$ cat src/design/assert_macros.svh
// Assertion macros shared by the tick timer expiry table RTL.
// Each check is clocked on the rising edge and is switched off while reset is held.
`ifndef ASSERT_MACROS_SVH
`define ASSERT_MACROS_SVH

`ifndef SYNTHESIS

// Property must hold at every clock edge out of reset.
`define ASSERT_SYNC(label, clk, rst_n, prop) \
  label: assert property (@(posedge clk) disable iff (!rst_n) (prop)) \
    else $error("assertion failed");

// Expression must never be true out of reset.
`define ASSERT_NEVER(label, clk, rst_n, expr) \
  label: assert property (@(posedge clk) disable iff (!rst_n) !(expr)) \
    else $error("forbidden condition seen");

`else

`define ASSERT_SYNC(label, clk, rst_n, prop)
`define ASSERT_NEVER(label, clk, rst_n, expr)

`endif

`endif

$ cat src/design/ttet_pkg.sv
// Package for the tick timer expiry table: sizes, item structs, command codes,
// controller/datapath interface structs and the saturating add. No dependencies.
`timescale 1ns / 1ps
`default_nettype none

package ttet_pkg;

  localparam int NUM_TIMERS = 16;
  localparam int COUNT_BITS = 48;

  localparam int SLOT_W  = 4;
  localparam int WAIT_W  = 32;
  localparam int TAG_W   = 16;
  localparam int SCALE_W = 16;
  localparam int PROD_W  = SCALE_W + WAIT_W;
  localparam int SUM_W   = ((COUNT_BITS > PROD_W) ? COUNT_BITS : PROD_W) + 1;

  localparam int IDX_W = (NUM_TIMERS > 1) ? $clog2(NUM_TIMERS) : 1;
  localparam int CNT_W = $clog2(NUM_TIMERS + 1);

  localparam logic [SCALE_W-1:0] SCALE_RESET = SCALE_W'(1);

  typedef logic [COUNT_BITS-1:0] count_t;

  localparam count_t COUNT_MAX = '1;

  localparam logic CMD_TICK    = 1'b0;
  localparam logic CMD_INSTALL = 1'b1;

  typedef struct packed {
    logic              cmd;
    logic [SLOT_W-1:0] timer_slot;
    logic [WAIT_W-1:0] wait_ms;
    logic [TAG_W-1:0]  context_tag;
  } in_item_t;

  typedef struct packed {
    logic [SLOT_W-1:0] fired_slot;
    logic [TAG_W-1:0]  fired_context;
    logic              last_of_run;
  } out_item_t;

  // Commands from the controller to the datapath
  typedef struct packed {
    logic capture_install;
    logic tick_start;
    logic install_write;
    logic scan_step;
    logic flush;
  } dp_cmd_t;

  // Status from the datapath to the controller
  typedef struct packed {
    logic scan_done;
    logic flush_done;
  } dp_stat_t;

  function automatic count_t sat_add(count_t a, logic [PROD_W-1:0] b);
    logic [SUM_W-1:0] sum;
    sum = SUM_W'(a) + SUM_W'(b);
    if (sum > SUM_W'(COUNT_MAX)) begin
      return COUNT_MAX;
    end
    return COUNT_BITS'(sum);
  endfunction

endpackage

`default_nettype wire

$ cat src/design/ttet_ctrl.sv
// Controller of the tick timer expiry table: sequences install, scan and flush.
// Depends on ttet_pkg and assert_macros.svh.
`timescale 1ns / 1ps
`default_nettype none
`include "assert_macros.svh"

module ttet_ctrl (
  input  logic              clk,
  input  logic              rst_n,
  input  logic              in_valid,
  input  logic              in_cmd,
  output logic              in_ready,
  input  ttet_pkg::dp_stat_t stat_i,
  output ttet_pkg::dp_cmd_t  cmd_o
);
  import ttet_pkg::*;

  typedef enum logic [1:0] {
    S_IDLE,
    S_INSTALL,
    S_SCAN,
    S_FLUSH
  } state_t;

  state_t state_r, state_nxt;
  logic   in_ready_r, in_ready_nxt;
  logic   accept;

  assign accept   = in_valid && in_ready_r;
  assign in_ready = in_ready_r;

  always_comb begin
    cmd_o.capture_install = accept && (in_cmd == CMD_INSTALL);
    cmd_o.tick_start      = accept && (in_cmd == CMD_TICK);
    cmd_o.install_write   = (state_r == S_INSTALL);
    cmd_o.scan_step       = (state_r == S_SCAN);
    cmd_o.flush           = (state_r == S_FLUSH);
  end

  always_comb begin
    state_nxt = state_r;
    unique case (state_r)
      S_IDLE: begin
        if (accept) begin
          state_nxt = (in_cmd == CMD_INSTALL) ? S_INSTALL : S_SCAN;
        end
      end
      S_INSTALL: begin
        state_nxt = S_IDLE;
      end
      S_SCAN: begin
        if (stat_i.scan_done) begin
          state_nxt = S_FLUSH;
        end
      end
      S_FLUSH: begin
        if (stat_i.flush_done) begin
          state_nxt = S_IDLE;
        end
      end
      default: begin
        state_nxt = S_IDLE;
      end
    endcase
    in_ready_nxt = (state_nxt == S_IDLE);
  end

  always_ff @(posedge clk) begin
    if (!rst_n) begin
      state_r    <= S_IDLE;
      in_ready_r <= 1'b0;
    end else begin
      state_r    <= state_nxt;
      in_ready_r <= in_ready_nxt;
    end
  end

  `ASSERT_SYNC(a_ready_only_idle, clk, rst_n, in_ready_r |-> (state_r == S_IDLE))
  `ASSERT_SYNC(a_install_enters, clk, rst_n, cmd_o.capture_install |=> (state_r == S_INSTALL))
  `ASSERT_SYNC(a_install_one_cycle, clk, rst_n, (state_r == S_INSTALL) |=> (state_r == S_IDLE))

endmodule

`default_nettype wire

$ cat src/design/ttet_datapath.sv
// Datapath of the tick timer expiry table: counter, slot memories, active bits,
// scan pipeline, pending result and output register. Depends on ttet_pkg and assert_macros.svh.
`timescale 1ns / 1ps
`default_nettype none
`include "assert_macros.svh"

module ttet_datapath (
  input  logic                          clk,
  input  logic                          rst_n,
  input  ttet_pkg::dp_cmd_t             cmd_i,
  output ttet_pkg::dp_stat_t            stat_o,
  input  logic                          cfg_wr_en,
  input  logic [ttet_pkg::SCALE_W-1:0]  cfg_wr_data,
  input  ttet_pkg::in_item_t            in_data,
  output logic                          out_valid,
  input  logic                          out_ready,
  output ttet_pkg::out_item_t           out_data
);
  import ttet_pkg::*;

  logic [SCALE_W-1:0]    scale_r;
  count_t                count_r;
  logic [PROD_W-1:0]     prod_r;
  logic [SLOT_W-1:0]     slot_r;
  logic [TAG_W-1:0]      tag_r;
  logic [NUM_TIMERS-1:0] active_r;

  count_t                expiry_mem [NUM_TIMERS];
  logic [TAG_W-1:0]      ctx_mem    [NUM_TIMERS];

  logic [CNT_W-1:0]      rd_idx_r;
  logic                  chk_v_r;
  logic [IDX_W-1:0]      chk_idx_r;
  count_t                exp_rd_r;
  logic [TAG_W-1:0]      ctx_rd_r;

  logic                  pend_v_r;
  out_item_t             pend_r;
  logic                  out_v_r;
  out_item_t             out_r;

  logic                  slot_ok;
  logic [IDX_W-1:0]      wr_idx;
  logic [IDX_W-1:0]      rd_idx;
  logic                  rd_more;
  logic                  out_free;
  logic                  hit;
  logic                  stall;
  logic                  advance;
  logic                  commit;
  logic                  push_mid;
  logic                  push_last;

  assign slot_ok   = (int'(slot_r) < NUM_TIMERS);
  assign wr_idx    = IDX_W'(slot_r);
  assign rd_idx    = rd_idx_r[IDX_W-1:0];
  assign rd_more   = (rd_idx_r < CNT_W'(NUM_TIMERS));
  assign out_free  = !out_v_r || out_ready;

  assign hit       = cmd_i.scan_step && chk_v_r && active_r[chk_idx_r] && (exp_rd_r <= count_r);
  assign stall     = hit && pend_v_r && !out_free;
  assign advance   = cmd_i.scan_step && !stall;
  assign commit    = hit && !stall;
  assign push_mid  = commit && pend_v_r;
  assign push_last = cmd_i.flush && pend_v_r && out_free;

  assign stat_o.scan_done  = !chk_v_r && !rd_more;
  assign stat_o.flush_done = !pend_v_r || out_free;

  assign out_valid = out_v_r;
  assign out_data  = out_r;

  // Slot memories: one write port for installs, one registered read port for the scan
  always_ff @(posedge clk) begin
    if (cmd_i.install_write && slot_ok) begin
      expiry_mem[wr_idx] <= sat_add(count_r, prod_r);
      ctx_mem[wr_idx]    <= tag_r;
    end
    if (advance && rd_more) begin
      exp_rd_r  <= expiry_mem[rd_idx];
      ctx_rd_r  <= ctx_mem[rd_idx];
      chk_idx_r <= rd_idx;
    end
  end

  // Payload registers
  always_ff @(posedge clk) begin
    if (cmd_i.capture_install) begin
      prod_r <= PROD_W'(scale_r) * PROD_W'(in_data.wait_ms);
      slot_r <= in_data.timer_slot;
      tag_r  <= in_data.context_tag;
    end
    if (commit) begin
      pend_r.fired_slot    <= SLOT_W'(chk_idx_r);
      pend_r.fired_context <= ctx_rd_r;
      pend_r.last_of_run   <= 1'b0;
    end
    if (push_mid) begin
      out_r <= pend_r;
    end else if (push_last) begin
      out_r <= '{fired_slot: pend_r.fired_slot, fired_context: pend_r.fired_context,
                 last_of_run: 1'b1};
    end
  end

  // Control state
  always_ff @(posedge clk) begin
    if (!rst_n) begin
      scale_r  <= SCALE_RESET;
      count_r  <= '0;
      active_r <= '0;
      rd_idx_r <= '0;
      chk_v_r  <= 1'b0;
      pend_v_r <= 1'b0;
      out_v_r  <= 1'b0;
    end else begin
      if (cfg_wr_en) begin
        scale_r <= cfg_wr_data;
      end
      if (cmd_i.tick_start) begin
        count_r  <= sat_add(count_r, PROD_W'(scale_r));
        rd_idx_r <= '0;
        chk_v_r  <= 1'b0;
      end else if (advance) begin
        chk_v_r <= rd_more;
        if (rd_more) begin
          rd_idx_r <= rd_idx_r + 1'b1;
        end
      end
      if (cmd_i.install_write && slot_ok) begin
        active_r[wr_idx] <= 1'b1;
      end
      if (commit) begin
        active_r[chk_idx_r] <= 1'b0;
      end
      if (commit) begin
        pend_v_r <= 1'b1;
      end else if (push_last) begin
        pend_v_r <= 1'b0;
      end
      if (push_mid || push_last) begin
        out_v_r <= 1'b1;
      end else if (out_ready) begin
        out_v_r <= 1'b0;
      end
    end
  end

  `ASSERT_NEVER(a_scan_index_bound, clk, rst_n, rd_idx_r > CNT_W'(NUM_TIMERS))
  `ASSERT_SYNC(a_fired_slot_freed, clk, rst_n, commit |=> !active_r[$past(chk_idx_r)])
  `ASSERT_SYNC(a_mid_result_has_successor, clk, rst_n, push_mid |=> pend_v_r)

endmodule

`default_nettype wire

$ cat src/design/tick_timer_expiry_table.sv
// Top level of the tick timer expiry table: joins controller and datapath.
// Depends on ttet_pkg, ttet_ctrl, ttet_datapath.
//
//   Channel   Direction  Handshake              Payload
//   in_       in         in_valid / in_ready    in_data  (ttet_pkg::in_item_t)
//   out_      out        out_valid / out_ready  out_data (ttet_pkg::out_item_t)
//   cfg_      in         cfg_wr_en              cfg_wr_data (tick_scale)
//
// In an install transaction the accept cycle forms scale times wait in the
// multiplier, the next cycle adds it to the count and writes the slot memories.
// A tick transaction scans one slot a cycle through the single read port of the slot
// memories when the output side keeps up. A stalled output holds the scan when a
// further expiry is found while the pending and output registers are both full, and
// holds the flush cycle while the last result waits on a full output register.
// Reset (rst_n low, synchronous) clears the counter, all active bits and the result
// valid bits and sets tick_scale to one; slot memories are not cleared.
`timescale 1ns / 1ps
`default_nettype none

module tick_timer_expiry_table (
  input  logic                          clk,
  input  logic                          rst_n,
  input  logic                          in_valid,
  output logic                          in_ready,
  input  ttet_pkg::in_item_t            in_data,
  output logic                          out_valid,
  input  logic                          out_ready,
  output ttet_pkg::out_item_t           out_data,
  input  logic                          cfg_wr_en,
  input  logic [ttet_pkg::SCALE_W-1:0]  cfg_wr_data
);
  import ttet_pkg::*;

  dp_cmd_t  dp_cmd;
  dp_stat_t dp_stat;

  // Controller: takes one transaction at a time and steps the datapath through it
  ttet_ctrl u_ctrl (
    .clk      (clk),
    .rst_n    (rst_n),
    .in_valid (in_valid),
    .in_cmd   (in_data.cmd),
    .in_ready (in_ready),
    .stat_i   (dp_stat),
    .cmd_o    (dp_cmd)
  );

  // Datapath: counter, slot table, scan pipeline and the output register that
  // parts the result side from the scan
  ttet_datapath u_datapath (
    .clk         (clk),
    .rst_n       (rst_n),
    .cmd_i       (dp_cmd),
    .stat_o      (dp_stat),
    .cfg_wr_en   (cfg_wr_en),
    .cfg_wr_data (cfg_wr_data),
    .in_data     (in_data),
    .out_valid   (out_valid),
    .out_ready   (out_ready),
    .out_data    (out_data)
  );

endmodule

`default_nettype wire

$ cat config.mk
export PLATFORM = sky130hd
export DESIGN_NAME = tick_timer_expiry_table
export DESIGN_NICKNAME = d
export VERILOG_FILES = /design/src/design/ttet_pkg.sv /design/src/design/ttet_ctrl.sv /design/src/design/ttet_datapath.sv /design/src/design/tick_timer_expiry_table.sv
export VERILOG_INCLUDE_DIRS = /design/src /design/src/design
export SDC_FILE = /design/constraint.sdc
export NUM_CORES = 2
export LEC_CHECK = 0
export BUFFER_PORTS_ARGS = -buffer_cell sky130_fd_sc_hd__buf_4
export CORE_ASPECT_RATIO = 1.4
export CORE_MARGIN = 2
export CORE_UTILIZATION = 55
export DETAILED_ROUTE_END_ITERATION = 10
export PLACE_DENSITY = 0.71
export SLEW_MARGIN = 20
export SYNTH_ARGS = -nofsm -noshare
export SYNTH_HDL_FRONTEND = slang
export SYNTH_SLANG_ARGS = --single-unit
$ cat constraint.sdc
create_clock -name clk -period 8.35 [get_ports clk]
set_input_delay 0.4175 -clock clk [delete_from_list [all_inputs] [get_ports clk]]
set_output_delay 0.4175 -clock clk [all_outputs]
set_load 0.02 [all_outputs]
==> summary.md <==
| Metric | Value |
|---|---|
| Vias | `around 40000` |
| Critical path type | `reg2reg` |
| Placement Setup Slack | `~1.1 ns` |
| Slowest CP cell | `dfxtp_1` |
| Internal | `around 0.013 W` |
| Post-synthesis cell area | `68460 µm²` |
| Initial antenna violation count | `1` |
| P_sw | `about 0.0056 W` |
| H-Tree Level Count | `3` |
| Clock network fraction of total power | `0.292` |
| Crit path required time | `~9 ns` |
| Register share of total power | `0.430` |
| Yosys warns | `0` |
| Slew at the pin closest to its max-slew limit | `between 1 and 1.5 ns` |
| Type of origin of the critical path | `flip-flop` |
| Register bit total from synthesis | `between 1000 and 1500` |
| Area grow syn2layout | `10.11%` |
| CP peak stage delay | `between 0.9 and 1 ns` |
| Routed wire length | `162000 µm` |
| Initial Util | `0.5528` |
| First-pass GRT wire length | `roughly 250000 µm` |
| Quantity of I/O buffers inserted on ports | `96` |
| Setup tns final | `0 ns` |
| Share of layout cells above drive strength 1 | `0.1495` |
| Die width | `302.2 µm` |
| Minimum clock period | `between 7 and 8 ns` |
| Post-route DRC | `0` |
| Clock Tree Buf Depth | `3` |
| Via/cell ratio | `6.109` |
| Number of inserted diodes | `0` |
| Die Ht | `~420 µm` |
| Max-Cap Viols | `0` |
| CP cell instances | `nand2_1 -> fa_1 -> inv_1 -> fa_1 -> inv_1 -> fa_1 -> inv_1 -> fa_1 -> fa_1 -> inv_1 -> fa_1 -> inv_1 -> ha_1 -> and2_1 -> nand3_1 -> nor3b_1 -> o211ai_1 -> a21oi_1 -> a31oi_1 -> or3_1 -> o211a_1` |
| Hold Fails Final Rpt | `0` |
| WP data arrival | `approximately 8 ns` |
| Rows | `153` |
| Die area | `127400 µm²` |
| Max Slew Vio Count | `0` |
| Worst skew pair latency | `between 0.7 and 0.8 ns` |
| Most common cell after layout, fill and taps aside | `edfxtp_1` |
| GRT met3 Usage | `0.03382` |
| Clock skew | `approximately 0.05 ns` |
| Seq/Total Area, Yosys | `0.5534` |
| CTS buffer count | `between 100 and 150` |
| RSZ-0062 raised after global routing | `no` |
| Commonest cells after routing, fill and taps aside | `edfxtp_1 (1201), inv_1 (524), fa_1 (420)` |
| Cell class contributing the biggest share of worst-path delay | `adder cells` |
| First-pass DRT Iterations | `6` |
| Crit-path max FO | `17` |
| Root Driver | `clkbuf_16` |
| Worst setup EP type | `flip-flop` |
| Largest net degree at the start of global routing | `88` |
| CP Buf/Inv Count | `5` |
| Pwr Total | `~0.018 W` |
| Fmax | `135.0 MHz` |
| Crit share post-route | `0.8868` |
| Core Footprint | `123900 µm²` |
| Most Crowded Layer GR | `met2` |
| Mapped Avg Cell Area | `14.81 µm²` |
| DP Wirelength | `a little over 100000 µm` |
| Status | `finished, final reports clean` |
| Post-synth net total | `roughly 5400` |
| Ys flop type | `edfxtp_1` |
| Nets@finish | `5477` |
| Met2 Usage GRT | `0.4436` |
| Io pins | `97` |
| CTS Sinks | `1292` |
| Clock-pin slew on the worst setup and hold paths | `0.07 ns` |
| Cell mode on critical path | `fa_1` |
| Routed Antenna Nets | `0` |
| RePlAce Congestion | `around 0.92` |
| # setup viols final | `0` |
| Yosys cell types | `between 60 and 70` |
| Mapped Cells | `4624` |
| HP Class | `in2reg` |
| Net Sw Frac | `0.3079` |
| GRT overflow | `0` |
| Max VDD drop | `186.4 µV` |
| Pleak | `27.25 nW` |
| Combinational share of power | `0.278` |
| Met1 usage | `0.3526` |
| Post-synth ARST share | `0` |
| Number of flops mapped to enable cells by yosys | `around 1200` |
| Crit path setup slack, layout | `between 0.9 and 1 ns` |
| PD cells | `roughly 240 nW/µm²` |
| Post-cts sizing count | `0` |
| Drt initial violations | `3442` |
| Slew headroom | `0.2281` |
| Total GRT Usage | `0.2609` |
| Wire per inst | `around 25 µm` |
| Number of global-route vias before repair | `41590` |
| TritonCTS clock tree | `yes` |
-- worst paths after layout --
kind | from | to | slack, ns | cells past startpoint
hold reg to reg | u_datapath.pend_r[14] | u_datapath.out_data[14] | 0.42 | 0
setup reg to reg | u_datapath.scale_r[8] | u_datapath.prod_r[46] | 0.95 | 21
setup / recovery | u_datapath.scale_r[8] | u_datapath.prod_r[46] | 0.95 | 21
hold / removal | cfg_wr_en | u_datapath.scale_r[13] | 0.13 | 3
-- sequential cells by signal, summed over array words and instances, names as in the netlist, 2 cells and up --
register,count
u_ctrl.state_r,2
u_datapath.active_r,16
u_datapath.chk_idx_r,4
u_datapath.count_r,48
u_datapath.ctx_mem,256
u_datapath.ctx_rd_r,16
u_datapath.exp_rd_r,48
u_datapath.expiry_mem,768
u_datapath.out_data,21
u_datapath.pend_r,20
u_datapath.prod_r,48
u_datapath.rd_idx_r,5
u_datapath.scale_r,16
u_datapath.slot_r,4
u_datapath.tag_r,16
-- power by group through the flow --
| stage | Combinational, W | Sequential [W] | Clock (W) |
|---|---|---|---|
| after CTS | 0.00502 | 0.00777 | 0.00536 |
| final | 0.00501 | 0.00777 | 0.00527 |
| after global routing | 0.00566 | 0.00778 | 0.00558 |
| after floorplan | 0.00361 | 0.00784 | 0 |
| after detailed placement | 0.00489 | 0.00790 | 0 |
| after global placement | 0.00488 | 0.00791 | 0 |
-- per-stage QoR --
step / area [µm²] / util / cells / hold slack (ns)
6_report: 75380 / 0.6086 / 6470 / 0.1328
5_1_grt: 75380 / 0.6086 / 6470 / 0.1321
4_1_cts: 75360 / 0.6084 / 6470 / 0.07820
3_5_place_dp: 71240 / 0.5752 / 6222 / 0.4054
3_3_place_gp: 71240 / 0.5752 / 6222 / 0.4033
2_1_floorplan: 68460 / - / 4624 / 0.4003
-- what timing repair did --
action | CTS | global route
endpoints found under the hold margin | 39 | 0
hold buffers | 38 | 0
setup buffers | 0 | 0
-- worst min-delay path: stages --
cell     delay (ns)
buf_4          0.21
mux2i_1        0.15
nor2_1         0.07
-- layout make-up --
class                   instances  area (µm²)
flip-flops and latches       1292       37900
repair buffers                216        1754
inverters                     524        1967
clock buffers                 140        3003
clock inverters                70       729.5
well taps                    1627        2036
multi-input cells            2601       27990
fillers                      9220       48470
-- layer usage --
layer,part of all wire,up-vias,wire (µm)
met4,0.027,2,4323
met5,0.00011,-,18
met1,0.40,20670,64190
met3,0.065,276,10610
li1,-,17000,-
met2,0.51,1578,82850
-- logic make-up (layout without fill, tap and decap cells) --
group           after synthesis  after routing  share of synthesized area
compound gates              533            533                    0.04964
xor+xnor                     82             82                    0.01049
fa+ha+maj                   653            653                     0.1654
buf+inv                     731            950                    0.04044
flops                      1292           1292                     0.5534
mux                         349            349                     0.1104
simple gates                984            984                    0.07023
-- cell usage after synthesis (56+ instances only) --
| cell | instances | area share |
|---|---|---|
| nand3_1 | 58 | 0.0042 |
| nand2_1 | 400 | 0.022 |
| a31oi_1 | 56 | 0.0051 |
| inv_1 | 524 | 0.029 |
| ha_1 | 233 | 0.043 |
| dfxtp_1 | 91 | 0.027 |
| a21o_1 | 73 | 0.0080 |
| clkbuf_1 | 172 | 0.0094 |
| nor2_1 | 123 | 0.0067 |
| and2_1 | 230 | 0.021 |
| o21ai_0 | 121 | 0.0088 |
| a21oi_1 | 140 | 0.010 |
| mux4_2 | 325 | 0.11 |
| edfxtp_1 | 1201 | 0.53 |
| fa_1 | 420 | 0.12 |
Power figures use the tool's default switching activity.
